### config.mk
export PLATFORM = sky130hd
export DESIGN_NAME = tfrc_ram
export DESIGN_NICKNAME = d
export VERILOG_FILES = /design/src/rtl/core/tfrc_ram.sv
export SDC_FILE = /design/constraint.sdc
export NUM_CORES = 1
export LEC_CHECK = 0
export BUFFER_PORTS_ARGS = -buffer_cell sky130_fd_sc_hd__buf_2
export CORE_MARGIN = 2
export CORE_UTILIZATION = 35
export CTS_BUF_LIST = sky130_fd_sc_hd__clkbuf_4
export DETAILED_ROUTE_END_ITERATION = 12
export PLACE_DENSITY = 0.57
export SYNTH_ARGS = -nofsm -noshare
export SYNTH_HDL_FRONTEND = slang
export SYNTH_SLANG_ARGS = --single-unit
### constraint.sdc
create_clock -name clk -period 2.9 [get_ports clk]
set_input_delay 0.145 -clock clk [delete_from_list [all_inputs] [get_ports clk]]
set_output_delay 0.145 -clock clk [all_outputs]
set_load 0.02 [all_outputs]
### src/rtl/core/tfrc_ram.sv
module tfrc_ram #(
    parameter int WIDTH = 8,
    parameter int DEPTH = 16
) (
    input  logic                     clk,
    input  logic                     we,
    input  logic [$clog2(DEPTH)-1:0] waddr,
    input  logic [WIDTH-1:0]         wdata,
    input  logic [$clog2(DEPTH)-1:0] raddr,
    output logic [WIDTH-1:0]         rdata
);

    logic [WIDTH-1:0] mem [DEPTH];

    always_ff @(posedge clk)
    begin
        if (we)
        begin
            mem[waddr] <= wdata;
        end
        rdata <= mem[raddr];
    end

endmodule

==> metrics.txt, run 1 <==
top cells by area, synth edfxtp_1 75%, mux4_2 7.9%, mux4_1 7.1%; HPWL Detailed 6.18 mm; drt wl/cell roughly 20 um; vias in the first global route ~2400; crit path time final around 1.4 ns; Syn Inst Count around 230; Worst Path Arrival roughly 1.8 ns; RePlAce Congestion between 0.7 and 0.8; clock transition at the registers of the reported paths 0.10 ns; fraction of layout cells with a size suffix above 1 a little over a quarter; Final ANT Viol Nets 0; # diodes 0; CTS H-tree lvls 4; sequential element share of the synthesized area between 70 and 80%; largest family of logic cells by synthesized area multiplexers; Finished Core Util between 40% and 50%; RSZ-0062 raised after global routing no; first-pass GRT wire length 14.7 mm; total core area about 14000 um^2; Mapped Nets ~250; Pwr per Cell Area 635 nW/um^2; worst reg-to-reg path cell count 3; worst slew pin tran 0.902 ns; Clock Latency Late Sink 0.51 ns; Leak between 0.0015 and 0.002 uW; maximum VDD drop between 500 and 600 uV; highest clock rate 735 MHz; hold path startpoint waddr[0]; Netlist cell types 19; post-synthesis register bit count about 140; commonest non-fill, non-tap cell in the layout edfxtp_1; full die area around 16000 um^2; Clock Skew between 0.01 and 0.015 ns; Clock Tree Buf Depth 2; slew margin rel. 39.7%; syn avg cell area 22.5 um^2; vias per cell 4.91; Max Slew Vio Count 0; Design Power about 3700 uW; largest net degree at the start of global routing 33; Initial Util around 36%; endpoints failing setup 0; post-synthesis simple-gate area fraction under 10%; wirelength, routed slightly below 10 mm; Die Y 125 um; placed inst area about 5500 um^2; Max-cap violations 0; area of the mapped netlist 5150 um^2; post-synthesis adder-cell area fraction 0%; CP Max Fanout 1; post-synth top area share 74.7%; Synthesis Warnings 0; Synth Area in XOR/XNOR 0%; R2R Path End rdata[1]; I/O pins 26; leading area contributor after synthesis edfxtp_1; crit path capture type flip-flop; nets around 300; Hold Crit Depth 3; crit share post-route a little under half; fin area 5870 um^2; endpoints failing hold 0; TritonCTS clock tree built; initial antenna violation count 0; die span in x about 130 um; Root Driver clkbuf_4; compound-gate portion of the synthesized area under 10%; count of input and output buffers 25; via count around 2300; Layout Area Growth over Synthesis 14.0%; reg2reg start mem[1][1]; Reg2Reg Setup Slack between 1.5 and 2 ns; most frequent cells in the layout 128 x edfxtp_1, 25 x buf_2, 19 x clkbuf_4; status complete, no violations; Startpoint Class flip-flop; post-route DRC violation count 0; Setup TNS 0 ns; HP Class input port to flip-flop; DR iter-0 viols 125; critical path class flip-flop to flip-flop; clock buffer count from CTS 17; all-layer global routing usage between 10% and 20%; sink of the worst hold path mem[0][4]; post-synthesis mux area share between 15 and 20%; remaining global-route overflow 0; row cnt 44; CTS Sinks roughly 140; CP required between 3 and 4 ns; DRT Pass-1 Iters 4
## report_power, final
| part | switching (uW) | internal [uW] |
|---|---|---|
| clock | 621 | 683 |
| sequential | 13.8 | 2190 |
| combinational | 128 | 90.6 |
## what timing repair did
item | CTS | global route
setup buffers | 0 | 0
hold buffers | 8 | 0
gates resized for setup | 0 | 0
hold endpoints to repair | 124 | 0
## critical path, cell delays in order, from the launching register on
cell and delay [ns]:
edfxtp_1 0.37, mux4_1 0.50, a22oi_1 0.29, nand2_1 0.09
## sequential cells by signal, summed over array words and instances, names as in the netlist
register	cells
mem	128
rdata	8
## worst max-delay path by stage
stage,from,end,slack [ns],cells past startpoint
finish,mem[1][1],rdata[1],1.54,3
global route,mem[1][1],rdata[1],1.48,3
CTS,mem[1][1],rdata[1],1.51,3
detailed placement,waddr[2],mem[3][3],1.04,3
global placement,waddr[2],mem[3][0],1.04,3
floorplan,waddr[2],mem[0][0],1.26,2
## cell usage after synthesis
cell type	instances
edfxtp_1	128
buf_2	3
or3b_2	1
nand3_1	1
buf_4	1
buf_6	3
and2b_1	1
nand3b_1	2
dfxtp_1	8
mux4_1	14
and2_1	1
clkdlybuf4s25_2	3
nor3_1	4
nor2_1	13
nand2b_1	2
a22oi_1	16
mux4_2	18
nor2b_1	1
nand2_1	9
## routing by layer
layer / share of wire [%] / vias up / track usage, %
li1: - / 1074 / -
met1: 49 / 1207 / 18.9
met2: 46 / 56 / 19.2
met3: 4.5 / 2 / 4.71
met4: 0.36 / 0 / 3.92
met5: 0 / - / 0
## cell families (layout without fill, tap and decap cells)
group	after synthesis	in the layout
buffers and inverters	10	73
AND/OR/NAND/NOR	35	35
multiplexers	32	32
AO/OA/AOI/OAI	16	16
flip-flops	136	136
## final cells by class
cell class / instances / area (um^2)
flip-flops and latches: 136 / 4000
well taps: 184 / 230
multi-input cells: 83 / 1060
fillers: 1314 / 8550
repair buffers: 41 / 278
clock buffers: 19 / 143
clock inverters: 13 / 159
## through the flow
stage               setup slack, ns  cells  hold WS [ns]
CTS                            1.51    476         0.139
global placement               1.04    436         0.539
floorplan                      1.26    229         0.244
global route                   1.48    476         0.135
finish                         1.54    476         0.200
detailed placement             1.04    436         0.548
Power figures use the tool's default switching activity.
==> run 2: changes to the inputs <==
--- a/config.mk
+++ b/config.mk
@@ -10,7 +10,7 @@
 export CORE_UTILIZATION = 35
 export CTS_BUF_LIST = sky130_fd_sc_hd__clkbuf_4
 export DETAILED_ROUTE_END_ITERATION = 12
-export PLACE_DENSITY = 0.57
+export PLACE_DENSITY = 0.59
 export SYNTH_ARGS = -nofsm -noshare
 export SYNTH_HDL_FRONTEND = slang
 export SYNTH_SLANG_ARGS = --single-unit
==> constraint.sdc (replaced) <==
create_clock -name clk -period 1.2 [get_ports clk]
set_input_delay 0.06 -clock clk [delete_from_list [all_inputs] [get_ports clk]]
set_output_delay 0.06 -clock clk [all_outputs]
set_load 0.02 [all_outputs]
==> run 2 against run 1 <==
Effect of this change:
- the run now ends with negative setup slack left
- global-route usage grew 0.22 points
- utilization grew 1.8 points
- clock skew grew 0.010 ns
- wire length grew 1.2%
- count of clock-buffer cells in the layout shrank 2
- total power grew 130%
- die area is the same
- via count grew 7.6%
- largest cell class unchanged
- first-iteration DRC count grew 54%
- design area grew 4.5%
- worst hold slack lost 0.080 ns
- critical path depth is the same
- highest routed layer unchanged
==> metrics.txt, run 2 (synthesized netlist as in run 1, its figures left out) <==
area of the multi-input gates 1090 um^2 (+2.8%); Clock Skew 0.0211 ns (+0.00999 ns); TritonCTS clock tree built; most frequent cells in the layout 128 x edfxtp_1, 37 x buf_4, 28 x mux4_2; row cnt 44 (unchanged); remaining global-route overflow 0 (unchanged); clock buffer count from CTS 17 (unchanged); worst slew pin tran 1.10 ns (+0.197 ns); fraction of layout cells with a size suffix above 1 43.2% (+17 points); Critical Path Max Stage Delay 0.49 ns (about the same); Die Y 125 um (unchanged); sequence of cells on the critical path mux4_2, a22oi_2, nand2_2; Clock Tree Buf Depth 2 (unchanged); Clk network pwr share 31.7% (-3.3 points); die span in x 125 um (unchanged); Max Slew Vio Count 0 (unchanged); post-route DRC violation count 0 (unchanged); WHS 0.121 ns (-0.0796 ns); slew margin rel. 26.4% (-13 points); RePlAce Congestion 0.704 (-2.8%); maximum VDD drop 420 uV (-24%); Layout Area Growth over Synthesis 19.2%; Sw Share 23.9% (+3.4 points); CTS H-tree lvls 4 (unchanged); Clock Latency Late Sink 0.50 ns (about the same); Startpoint Class flip-flop; wirelength, routed 9.91 mm (+1.2%); total core area 14400 um^2 (unchanged); crit path capture type flip-flop; Top Family by Delay on Critical Path multiplexers; Filler cells 1279 (-2.7%); Flop pwr share 61.1% (+1.9 points); DR iter-0 viols 192 (+54%); Finished Core Util 42.5% (+1.8 points); Final ANT Viol Nets 0 (unchanged); storage element area 4010 um^2 (about the same); Regs by FF count mem x128, rdata x8; endpoints failing setup 8 (+8); Initial Util 35.7% (unchanged); Pwr per Cell Area 1420 nW/um^2 (+120%); CP Max Fanout 1 (unchanged); CP required 1.60 ns (-1.69 ns); failing checks negative setup slack; via count 2517 (+7.6%); largest reg by FF count mem; vias per cell 4.95 (+0.83%); HP Class input port to flip-flop; commonest non-fill, non-tap cell in the layout edfxtp_1; first-pass GRT wire length 15.4 mm (+4.7%); CTS Sinks 136 (unchanged); Logic pwr share 7.2% (+1.3 points); RSZ-0062 raised after global routing yes; NetSw 2080 uW (+170%); clock transition at the registers of the reported paths 0.13 ns (+0.03 ns); nets 329 (+11%); endpoints failing hold 0 (unchanged); Setup TNS -0.486 ns (-0.486 ns); Reg2Reg Setup Slack -0.09 ns (-1.63 ns); Root Driver clkbuf_4; Slowest-stage cell, CP mux4_2; count of input and output buffers 25 (unchanged); status finished, violations left; largest net degree at the start of global routing 24 (-27%); all-layer global routing usage 13.4% (+0.22 points); Worst Path Arrival 1.70 ns (-0.05 ns); CP Buf/Inv Count 0 (unchanged); initial antenna violation count 0 (unchanged); placed inst area 5770 um^2 (+5.1%); DRT Pass-1 Iters 4 (unchanged); I/O pins 26 (unchanged); drt wl/cell 19.5 um (-5.1%); Design Power 8730 uW (+130%); # diodes 0 (unchanged); crit path time final 1.29 ns (-0.0663 ns); internal cell power 6650 uW (+120%); vias in the first global route 2644 (+9.5%); fin area 6140 um^2 (+4.5%); HPWL Detailed 6.72 mm (+8.8%); crit share post-route 108% (+61 points); Leak 0.00205 uW (+5.9%); setup ws final -0.0944 ns (-1.63 ns); Max-cap violations 0 (unchanged); full die area 15700 um^2 (unchanged); max FFs per register 128 (unchanged); critical path class flip-flop to flip-flop; highest clock rate 773 MHz (+5.1%)
[run 2: cell types whose count changed in the layout (fill, tap and decap cells not counted), sizes merged]
| cell | change |
|---|---|
| clkbuf | -2 |
| buf | +32 |
| inv | +5 |
| clkinv | -3 |
| bufinv | -3 |
| clkinvlp | +3 |
[run 2: tightest hold or removal path, stage by stage]
cell	delay [ns]
buf_2	0.17
nor3_2	0.07
buf_4	0.15
[run 2: cell type report]
type                            instances  area share (%)
Clock buffer                           17            2.08
Clock inverter                         15            2.32
Multi-Input combinational cell         83            17.7
Sequential cell                       136            65.3
Tap cell                              184            3.75
Timing Repair Buffer                   73            8.85
[run 2: worst paths after layout]
path                   from         to  cells after the start
setup reg to reg  mem[2][0]   rdata[0]                      3
hold reg to reg   mem[6][6]   rdata[6]                      3
setup / recovery  mem[2][0]   rdata[0]                      3
hold / removal     waddr[0]  mem[4][5]                      3
[run 2: per-stage QoR]
step	instances	setup WS, ns
final	508	-0.0944
after global routing	508	-0.148
after CTS	508	-0.0879
after detailed placement	468	-0.362
after global placement	468	-0.362
after floorplan	229	-0.126
[run 2: power by group through the flow]
stage	logic, uW	clock network [uW]	registers, uW
2_1_floorplan	274	0	5470
3_3_place_gp	572	0	5440
3_5_place_dp	583	0	5440
4_1_cts	630	2860	5340
5_1_grt	677	3070	5350
6_report	626	2770	5340
[run 2: routing by layer]
metal	global-route usage [%]	vias up	wire, um
met5	0	-	0
met4	3.73	0	27
met3	3.59	2	424
met2	20.6	58	4830
met1	19.1	1326	4630
li1	-	1131	-
[run 2: repair_timing]
item | in CTS | in global routing
endpoints found under the setup margin | 9 | 8
hold buffers | 8 | 0
hold endpoints to repair | 128 | 0
buffers inserted | 0 | 0
pin swaps | 8 | 2
resized for setup | 19 | 3
